$ cat config.mk
export PLATFORM = sky130hd
export DESIGN_NAME = rolling_window_fingerprint_flat
export DESIGN_NICKNAME = d
export VERILOG_FILES = /design/src/hdl/rwf_pkg.sv /design/src/hdl/rwf_in_if.sv /design/src/hdl/rwf_out_if.sv /design/src/hdl/rwf_table_gen.sv /design/src/hdl/rwf_window_mem.sv /design/src/hdl/rwf_update.sv /design/src/hdl/rolling_window_fingerprint.sv /design/src/flat_wrapper.sv
export SDC_FILE = /design/constraint.sdc
export NUM_CORES = 2
export LEC_CHECK = 0
export BUFFER_PORTS_ARGS = -buffer_cell sky130_fd_sc_hd__buf_2
export CELL_PAD_IN_SITES_DETAIL_PLACEMENT = 1
export CELL_PAD_IN_SITES_GLOBAL_PLACEMENT = 1
export CORE_AREA = 2 2 411 413
export CTS_BUF_LIST = sky130_fd_sc_hd__clkbuf_4
export DETAILED_ROUTE_END_ITERATION = 8
export DIE_AREA = 0 0 413 415
export PLACE_DENSITY_LB_ADDON = 0.3
export SKIP_LAST_GASP = 1
export SLEW_MARGIN = 20
export SYNTH_ARGS = -nofsm -noshare
export SYNTH_HDL_FRONTEND = slang
export SYNTH_SLANG_ARGS = --single-unit
$ cat constraint.sdc
create_clock -name clk -period 8.2 [get_ports clk]
set_clock_uncertainty 0.05 [all_clocks]
set_input_delay 0.41 -clock clk [delete_from_list [all_inputs] [get_ports clk]]
set_output_delay 0.41 -clock clk [all_outputs]
set_load 0.005 [all_outputs]
$ cat src/hdl/rwf_pkg.sv
`timescale 1ns / 1ps
package rwf_pkg;

	localparam int FP_WIDTH = 56;
	localparam int POLY_W = FP_WIDTH + 1;
	localparam int WS_W = 7;
	localparam int DEG_W = 6;
	localparam int CFG_W = POLY_W;
	localparam int IDX_W = 1;
	localparam int WINDOW_MAX_DEF = 64;

	localparam logic [IDX_W-1:0] REG_POLY = 1'b0;
	localparam logic [IDX_W-1:0] REG_WINDOW = 1'b1;

	localparam logic [POLY_W-1:0] POLY_RESET = 57'd17349423945073011;
	localparam logic [WS_W-1:0] WINDOW_RESET = 7'd48;
	localparam logic [DEG_W-1:0] SHAMT_RESET = DEG_W'(FP_WIDTH - 8);

	typedef logic [FP_WIDTH-1:0] fp_t;
	typedef logic [7:0][FP_WIDTH-1:0] basis_t;

	typedef struct packed {
		logic busy;
		logic [WS_W-1:0] win;
		fp_t mask;
		logic [DEG_W-1:0] shamt;
		basis_t rb;
		basis_t qb;
	} tables_t;

	// multiply by x modulo the polynomial; mask covers the bits below the degree
	function automatic fp_t gf_mulx(fp_t v, fp_t xd, fp_t mask);
		logic top;
		top = |(v & mask & ~(mask >> 1));
		return ((v << 1) & mask) ^ (top ? xd : '0);
	endfunction

	// linear map of a byte through eight basis values
	function automatic fp_t gf_comb(logic [7:0] sel, basis_t b);
		fp_t acc;
		acc = '0;
		for (int k = 0; k < 8; k++) begin
			if (sel[k])
				acc = acc ^ b[k];
		end
		return acc;
	endfunction

endpackage

$ cat src/hdl/rwf_in_if.sv
`timescale 1ns / 1ps
interface rwf_in_if;
	logic valid;
	logic ready;
	logic kind;
	logic [7:0] data_byte;

	modport source (output valid, output kind, output data_byte, input ready);
	modport sink (input valid, input kind, input data_byte, output ready);
endinterface

$ cat src/hdl/rwf_out_if.sv
`timescale 1ns / 1ps
interface rwf_out_if;
	logic valid;
	logic ready;
	logic [55:0] fingerprint;

	modport source (output valid, output fingerprint, input ready);
	modport sink (input valid, input fingerprint, output ready);
endinterface

$ cat src/hdl/rwf_table_gen.sv
`timescale 1ns / 1ps
module rwf_table_gen
	import rwf_pkg::*;
#(
	parameter int WINDOW_MAX = WINDOW_MAX_DEF
) (
	input  logic clk,
	input  logic arst_n,
	input  logic cfg_we,
	input  logic [IDX_W-1:0] cfg_idx,
	input  logic [CFG_W-1:0] cfg_data,
	output tables_t tab
);

	localparam logic [2:0] ST_IDLE = 3'd0;
	localparam logic [2:0] ST_FIND = 3'd1;
	localparam logic [2:0] ST_RBAS = 3'd2;
	localparam logic [2:0] ST_POW  = 3'd3;
	localparam logic [2:0] ST_QBAS = 3'd4;

	logic [2:0] st_q;
	logic [POLY_W-1:0] poly_q;
	logic [POLY_W-1:0] scan_q;
	logic [WS_W-1:0] win_q;
	fp_t mask_q;
	logic [DEG_W-1:0] shamt_q;
	fp_t cur_q;
	logic [2:0] k_q;
	logic [WS_W-1:0] cnt_q;
	basis_t rb_q;
	basis_t qb_q;

	fp_t xd;
	fp_t cur_x;
	logic [7:0] hi;
	logic [WS_W-1:0] win_new;
	logic poly_ok;

	assign xd = poly_q[FP_WIDTH-1:0] & mask_q;
	assign cur_x = gf_mulx(cur_q, xd, mask_q);
	assign hi = 8'(cur_q >> shamt_q);
	assign poly_ok = |cfg_data[POLY_W-1:8];

	always_comb begin
		win_new = cfg_data[WS_W-1:0];
		if (win_new == '0)
			win_new = WS_W'(1);
		if (int'(win_new) > WINDOW_MAX)
			win_new = WS_W'(WINDOW_MAX);
	end

	always_ff @(posedge clk or negedge arst_n) begin
		if (!arst_n) begin
			st_q <= ST_FIND;
			poly_q <= POLY_RESET;
			scan_q <= POLY_RESET;
			win_q <= WINDOW_RESET;
			mask_q <= '1;
			shamt_q <= SHAMT_RESET;
			cur_q <= '0;
			k_q <= '0;
			cnt_q <= '0;
		end else begin
			case (st_q)
				ST_IDLE: begin
				end
				// walk down to the leading one of the polynomial
				ST_FIND: begin
					if (scan_q[POLY_W-1]) begin
						st_q <= ST_RBAS;
						cur_q <= xd;
						k_q <= '0;
					end else begin
						scan_q <= scan_q << 1;
						mask_q <= mask_q >> 1;
						shamt_q <= shamt_q - DEG_W'(1);
					end
				end
				ST_RBAS: begin
					k_q <= k_q + 3'd1;
					if (k_q == 3'd7) begin
						st_q <= ST_POW;
						cur_q <= FP_WIDTH'(1);
						cnt_q <= WS_W'(1);
					end else begin
						cur_q <= cur_x;
					end
				end
				// x^(8(W-1)) mod poly, one byte shift a cycle
				ST_POW: begin
					if (cnt_q >= win_q) begin
						st_q <= ST_QBAS;
						k_q <= '0;
					end else begin
						cur_q <= ((cur_q << 8) & mask_q) ^ gf_comb(hi, rb_q);
						cnt_q <= cnt_q + WS_W'(1);
					end
				end
				ST_QBAS: begin
					k_q <= k_q + 3'd1;
					cur_q <= cur_x;
					if (k_q == 3'd7)
						st_q <= ST_IDLE;
				end
				default: begin
					st_q <= ST_IDLE;
				end
			endcase

			if (cfg_we) begin
				if (cfg_idx == REG_POLY) begin
					if (poly_ok) begin
						poly_q <= cfg_data;
						scan_q <= cfg_data;
						mask_q <= '1;
						shamt_q <= SHAMT_RESET;
						st_q <= ST_FIND;
					end
				end else if (cfg_idx == REG_WINDOW) begin
					win_q <= win_new;
					scan_q <= poly_q;
					mask_q <= '1;
					shamt_q <= SHAMT_RESET;
					st_q <= ST_FIND;
				end
			end
		end
	end

	always_ff @(posedge clk) begin
		if (st_q == ST_RBAS)
			rb_q[k_q] <= cur_q;
		if (st_q == ST_QBAS)
			qb_q[k_q] <= cur_q;
	end

	assign tab.busy = (st_q != ST_IDLE);
	assign tab.win = win_q;
	assign tab.mask = mask_q;
	assign tab.shamt = shamt_q;
	assign tab.rb = rb_q;
	assign tab.qb = qb_q;

endmodule

$ cat src/hdl/rwf_window_mem.sv
`timescale 1ns / 1ps
module rwf_window_mem
	import rwf_pkg::*;
#(
	parameter int WINDOW_MAX = WINDOW_MAX_DEF,
	parameter int AW = 6
) (
	input  logic clk,
	input  logic en,
	input  logic [AW-1:0] addr,
	input  logic [7:0] wdata,
	output logic [7:0] rdata
);

	logic [7:0] mem [WINDOW_MAX];
	logic [7:0] rdata_q;

	// read-first: the old byte leaves as the new one goes in
	always_ff @(posedge clk) begin
		if (en) begin
			rdata_q <= mem[addr];
			mem[addr] <= wdata;
		end
	end

	assign rdata = rdata_q;

endmodule

$ cat src/hdl/rwf_update.sv
`timescale 1ns / 1ps
module rwf_update
	import rwf_pkg::*;
(
	input  logic clk,
	input  logic arst_n,
	input  logic push,
	input  logic clr,
	input  logic [7:0] data_byte,
	input  logic full,
	input  logic [7:0] old_byte,
	input  tables_t tab,
	output logic ready,
	rwf_out_if.source out_ch
);

	logic valid_s1;
	logic [7:0] c_s1;
	logic full_s1;
	fp_t fp_q;
	logic out_valid_q;
	fp_t out_fp_q;

	logic adv;
	logic [7:0] old;
	logic [7:0] hi;
	fp_t rem;
	fp_t nfp;

	assign adv = !out_valid_q || out_ch.ready;
	assign ready = !valid_s1 || adv;
	assign old = full_s1 ? old_byte : 8'd0;
	assign rem = fp_q ^ gf_comb(old, tab.qb);
	assign hi = 8'(rem >> tab.shamt);
	assign nfp = (((rem << 8) & tab.mask) | FP_WIDTH'(c_s1)) ^ gf_comb(hi, tab.rb);

	always_ff @(posedge clk or negedge arst_n) begin
		if (!arst_n) begin
			valid_s1 <= 1'b0;
			fp_q <= '0;
			out_valid_q <= 1'b0;
		end else begin
			if (ready)
				valid_s1 <= push;
			if (valid_s1 && adv) begin
				fp_q <= nfp;
				out_valid_q <= 1'b1;
			end else if (out_ch.ready) begin
				out_valid_q <= 1'b0;
			end
			// a clear beat lands after any byte leaving stage 1 on the same edge
			if (clr)
				fp_q <= '0;
		end
	end

	always_ff @(posedge clk) begin
		if (push) begin
			c_s1 <= data_byte;
			full_s1 <= full;
		end
		if (valid_s1 && adv)
			out_fp_q <= nfp;
	end

	assign out_ch.valid = out_valid_q;
	assign out_ch.fingerprint = out_fp_q;

endmodule

$ cat src/hdl/rolling_window_fingerprint.sv
`timescale 1ns / 1ps
// Sliding-window Rabin fingerprint over GF(2).
// in_ch carries one beat per byte: kind 0 pushes data_byte into the window,
// kind 1 clears window and fingerprint and yields no output beat.
// out_ch carries the fingerprint of the window after each pushed byte.
// cfg_we/cfg_idx/cfg_data write poly (index 0) or window_size (index 1);
// write only while no beat is in flight. A poly of degree below 8 is ignored.
// An accepted byte waits in stage 1, then its fingerprint is registered in
// the output register. Throughput: one beat per cycle while out_ch.ready is
// high and no tables are being derived; the old byte read and the new byte
// write share one read-first port of the window memory, and the fingerprint
// update is combinational. After reset and after every accepted register
// write the basis tables are derived again: leading-one search, reduction
// basis, x^(8(W-1)), then removal basis, all with in_ch.ready low; the
// window is cleared meanwhile.
// A stalled receiver holds the output register; one more byte sits in
// stage 1, after which in_ch.ready drops until out_ch.ready returns.
module rolling_window_fingerprint
	import rwf_pkg::*;
#(
	parameter int WINDOW_MAX = WINDOW_MAX_DEF
) (
	input  logic clk,
	input  logic arst_n,
	rwf_in_if.sink in_ch,
	rwf_out_if.source out_ch,
	input  logic cfg_we,
	input  logic [IDX_W-1:0] cfg_idx,
	input  logic [CFG_W-1:0] cfg_data
);

	localparam int AW = (WINDOW_MAX > 1) ? $clog2(WINDOW_MAX) : 1;

	tables_t tab;
	logic upd_ready;
	logic acc;
	logic push;
	logic clr;
	logic [AW-1:0] pos_q;
	logic full_q;
	logic [7:0] old_byte;

	assign in_ch.ready = !tab.busy && upd_ready;
	assign acc = in_ch.valid && in_ch.ready;
	assign push = acc && !in_ch.kind;
	assign clr = (acc && in_ch.kind) || tab.busy;

	// full marks that the window has wrapped since the last clear
	always_ff @(posedge clk or negedge arst_n) begin
		if (!arst_n) begin
			pos_q <= '0;
			full_q <= 1'b0;
		end else if (clr) begin
			pos_q <= '0;
			full_q <= 1'b0;
		end else if (push) begin
			if (int'(pos_q) + 1 >= int'(tab.win)) begin
				pos_q <= '0;
				full_q <= 1'b1;
			end else begin
				pos_q <= pos_q + AW'(1);
			end
		end
	end

	rwf_table_gen #(
		.WINDOW_MAX(WINDOW_MAX)
	) u_table_gen (
		.clk(clk),
		.arst_n(arst_n),
		.cfg_we(cfg_we),
		.cfg_idx(cfg_idx),
		.cfg_data(cfg_data),
		.tab(tab)
	);

	rwf_window_mem #(
		.WINDOW_MAX(WINDOW_MAX),
		.AW(AW)
	) u_window_mem (
		.clk(clk),
		.en(push),
		.addr(pos_q),
		.wdata(in_ch.data_byte),
		.rdata(old_byte)
	);

	rwf_update u_update (
		.clk(clk),
		.arst_n(arst_n),
		.push(push),
		.clr(clr),
		.data_byte(in_ch.data_byte),
		.full(full_q),
		.old_byte(old_byte),
		.tab(tab),
		.ready(upd_ready),
		.out_ch(out_ch)
	);

endmodule

$ cat src/flat_wrapper.sv
// flat-port wrapper written by rule: the top's interface ports become plain ports
module rolling_window_fingerprint_flat import rwf_pkg::*;
#(
	parameter int WINDOW_MAX = WINDOW_MAX_DEF
)
  (clk, arst_n, cfg_we, cfg_idx, cfg_data, in_ch_valid, in_ch_kind, in_ch_data_byte, in_ch_ready, out_ch_valid, out_ch_fingerprint, out_ch_ready);
  rwf_in_if in_ch_i ();
  rwf_out_if out_ch_i ();
  input  logic clk;
  input  logic arst_n;
  input  logic cfg_we;
  input  logic [IDX_W-1:0] cfg_idx;
  input  logic [CFG_W-1:0] cfg_data;
  input wire logic [$bits(in_ch_i.valid)-1:0] in_ch_valid;
  input wire logic [$bits(in_ch_i.kind)-1:0] in_ch_kind;
  input wire logic [$bits(in_ch_i.data_byte)-1:0] in_ch_data_byte;
  output wire logic [$bits(in_ch_i.ready)-1:0] in_ch_ready;
  output wire logic [$bits(out_ch_i.valid)-1:0] out_ch_valid;
  output wire logic [$bits(out_ch_i.fingerprint)-1:0] out_ch_fingerprint;
  input wire logic [$bits(out_ch_i.ready)-1:0] out_ch_ready;
  assign in_ch_i.valid = in_ch_valid;
  assign in_ch_i.kind = in_ch_kind;
  assign in_ch_i.data_byte = in_ch_data_byte;
  assign in_ch_ready = in_ch_i.ready;
  assign out_ch_valid = out_ch_i.valid;
  assign out_ch_fingerprint = out_ch_i.fingerprint;
  assign out_ch_i.ready = out_ch_ready;
  rolling_window_fingerprint #(.WINDOW_MAX(WINDOW_MAX)) u_core (.clk(clk), .arst_n(arst_n), .in_ch(in_ch_i), .out_ch(out_ch_i), .cfg_we(cfg_we), .cfg_idx(cfg_idx), .cfg_data(cfg_data));
endmodule
==> results.cfg <==
[setup_path]
crit_slowest_cell = edfxtp_1
r2r-start = u_core.u_window_mem.rdata[4]$_DFFE_PP_
crit_chain = buf_4 -> buf_4 -> nand2_1 -> xor2_1 -> xnor2_1 -> xnor2_1 -> nor4_1 -> nor4_1 -> nand2b_1 -> o2111a_1 -> nand3_2 -> buf_4 -> o211ai_1 -> xor2_1 -> xnor3_1 -> xnor3_1 -> a22o_1
critPathLaunch = u_core.u_window_mem.rdata[4]$_DFFE_PP_
r2r_cells = 17
reg2reg_setup_slack_ns = 1.19
cp_num_buf_inv = 3
crit_top_cell = buf_4
cp-end-kind = flop
critPathTopFamily = simple AND/OR/NAND/NOR gates
critical_path_arrival_ns = 8.26
worstSetupStartpointType = flop
critical_path_class = flop to flop
rr_endpoint = u_core.u_update.fp_q[20]$_DFFE_PN0P_
cp.required_ns = 9.46
cpPeakStageDelay_ns = 0.83
path_max_fanout = 32

[grt]
overflow = 0
antenna_found_initial = 30
grt_pass1_vias = 74877
grt_pass1_wl_um = 531000
grt_max_degree = 126
track_usage_pct = 43.2

[run]
drv_cap = 0

[logic_synthesis]
postSynthCellCount = 7437
synth_top_cell_by_area = edfxtp_1
synth_top_cells_by_count = nand2_1 (1869), edfxtp_1 (1481), xnor2_1 (834)
synthesis.area_um2 = 89900
async_flop_share_pct = 17.6
ys_warn_count = 0
synthesis.nets = 7528
yosysMostFrequentCell = nand2_1
synth_edf_count = 1481
synth_top_area_share_pct = 49.5
synthFlopType = edfxtp_1
yosysUniqueCellTypes = 92
synthTopCellsByArea = edfxtp_1 (49%), xnor2_1 (8.1%), nand2_1 (7.8%)
avgSynthCellArea_um2 = 12.1
synth_seq_area_share_pct = 58.5
ys_ff_latch = 1798

[die]
die_w_um = 413
placementRows = 150
ios = 130
core-area_um2 = 167000
initial_utilization_pct = 53.9
die_h_um = 415
fp.dieArea_um2 = 171000

[clock_tree]
hold_buffers = 142
clkTransAtPathRegs_ns = 0.10
clk_latency_ns = 1.58
ctsRootBufferMaster = clkbuf_4
cts_tree = done
cts_made_buffers = 474
htree_num_levels = 5
cts.sinks = 1798
cts_resized = 0
cts_setup_buffers = 0
cts_buffer_depth = 4

[sta]
hold_slack_ns = 0.0692
relSlewSlack_pct = 11.5
fin_crit_sh_pct = 85.5
post-route-min-period_ns = 7.01
setup_tns_ns = 0
final-hold-violation-count = 0
max_freq_mhz = 143
worstMarginPinSlew_ns = 1.32
rsz0062_at_grt = false
drv_slew = 0
setup_viol = 0

[min_path]
hp-class = input port to async pin

[detailed_routing]
num_vias = 72309
route.detailed.drc = 0
drt_iter0_drc = 11514
wirelength_um = 379000
vias_per_cell = 6.87
drtPass1Iterations = 8
antenna_left = 0
wl_per_cell_um = 36.0

[power]
clock_power_share_pct = 24.4
swShare_pct = 41.2
cellPowerDensity_nw_per_um2 = 342
power.switching_mw = 14.2
p_leak_nw = 36.2
cellInternalPower_mw = 20.4
ir_drop_uv = 259
comb_power_share_pct = 41.0
p_seq_share_pct = 34.5

[cells_and_area]
stdcell_count = 10531
final_core_util_pct = 60.7
area_growth_pct = 12.5
nets = 8036
drive_gt1_share_pct = 17.9

[run_status]
run_status = completed

[place]
port_buffers = 129
dp_cells = 9523
routabilityCongestion = 1.05
dpl.hpwl_um = 226000
-- power by group through the flow --
stage	clock network (mW)	registers, mW	logic, mW
6_report	8.46	11.9	14.2
5_1_grt	8.87	11.9	14.4
4_1_cts	8.23	11.8	13.3
3_5_place_dp	0	12.0	13.2
3_3_place_gp	0	12.0	12.7
2_1_floorplan	0	11.9	8.05
-- worst max path at each step --
stage,end,slack (ns),cells after the start
after global placement,u_core.u_update.fp_q[33]$_DFFE_PN0P_,1.44,18
after CTS,u_core.u_update.fp_q[23]$_DFFE_PN0P_,1.29,18
final,u_core.u_update.fp_q[20]$_DFFE_PN0P_,1.19,17
after detailed placement,u_core.u_update.fp_q[27]$_DFFE_PN0P_,1.35,18
after global routing,u_core.u_update.fp_q[20]$_DFFE_PN0P_,1.08,17
after floorplan,u_core.u_table_gen.tab[0]$_DFFE_PP_,1.40,3
-- cell families after synthesis --
logic type / Yosys count / synth area share [%]
AND/OR/NAND/NOR: 2510 / 12.0
flip-flops: 1798 / 58.5
XOR/XNOR: 1231 / 13.8
AO/OA/AOI/OAI: 1167 / 9.45
buffers and inverters: 494 / 2.35
multiplexers: 218 / 3.68
adder cells (fa/ha/maj): 19 / 0.265
-- flip-flops by register name (all words and copies together) (netlist names), 3 cells and up --
signal and cells:
u_core.u_table_gen.cur_q 56, u_core.u_window_mem.mem 512, u_core.u_table_gen.scan_q 57, u_core.u_update.fp_q 56, u_core.u_update.out_ch.fingerprint 56, u_core.u_update.c_s1 8
u_core.u_table_gen.shamt_q 6, u_core.u_table_gen.mask_q 56, u_core.u_table_gen.k_q 3, u_core.u_table_gen.st_q 3, u_core.u_window_mem.rdata 8, u_core.u_table_gen.tab 896
u_core.u_table_gen.poly_q 57, u_core.u_table_gen.cnt_q 7, u_core.u_table_gen.win_q 7, u_core.pos_q 6
-- cells in the final DEF (no fill, tap or decap), drive strengths merged, types with 14 or more instances in the layout --
| cell | count |
|---|---|
| nor2b | 17 |
| or4 | 17 |
| o221ai | 58 |
| a211oi | 15 |
| and2 | 19 |
| xnor3 | 115 |
| nor2 | 176 |
| o22ai | 31 |
| nand2b | 25 |
| mux4 | 84 |
| o21ai | 209 |
| a21oi | 89 |
| a31oi | 62 |
| nor3 | 108 |
| nor4 | 55 |
| o211ai | 137 |
| nand2 | 1869 |
| diode | 28 |
| xnor2 | 836 |
| clkbuf | 714 |
| a22oi | 219 |
| mux2i | 73 |
| a221oi | 58 |
| edfxtp | 1481 |
| buf | 348 |
| a32o | 63 |
| dfrtp | 198 |
| a22o | 110 |
| nand3 | 101 |
| xor2 | 279 |
| ha | 19 |
| inv | 26 |
| or3 | 14 |
| clkinv | 110 |
| dlygate4sd3 | 149 |
| mux2 | 61 |
| dfstp | 119 |
| nand4 | 33 |
| nor4b | 17 |
-- final cells by class --
type	instances	area, um2
Antenna cell	28	70.1
Clock buffer	714	5360
Clock inverter	116	691
Fill cell	16803	65600
Inverter	29	113
Multi-Input combinational cell	5145	35600
Sequential cell	1798	52600
Tap cell	2204	2760
Timing Repair Buffer	497	3940
-- worst min-delay path, cell delays in order --
cell and delay, ns:
dlygate4sd3_1 0.52, dlygate4sd3_1 0.58, buf_8 0.16, buf_16 0.41
-- metal layers --
layer,wire length (um),vias to the layer above,track usage [%],part of all wire (%)
met5,416,-,1.27,0.11
met4,30600,26,29.3,8.1
met3,51900,1600,14.9,14
met2,167000,6194,63.7,44
met1,129000,36229,53.4,34
li1,-,28260,-,-
-- stage by stage --
stage          cell area (um2)  power (mW)  setup WS [ns]
6_report                101000        34.6           1.19
3_3_place_gp             93400        24.7           1.44
5_1_grt                 101000        35.2           1.08
3_5_place_dp             93400        25.2           1.35
4_1_cts                 101000        33.4           1.29
2_1_floorplan            89900        19.9           1.40
Note: power is estimated with default switching activity, not from simulation.
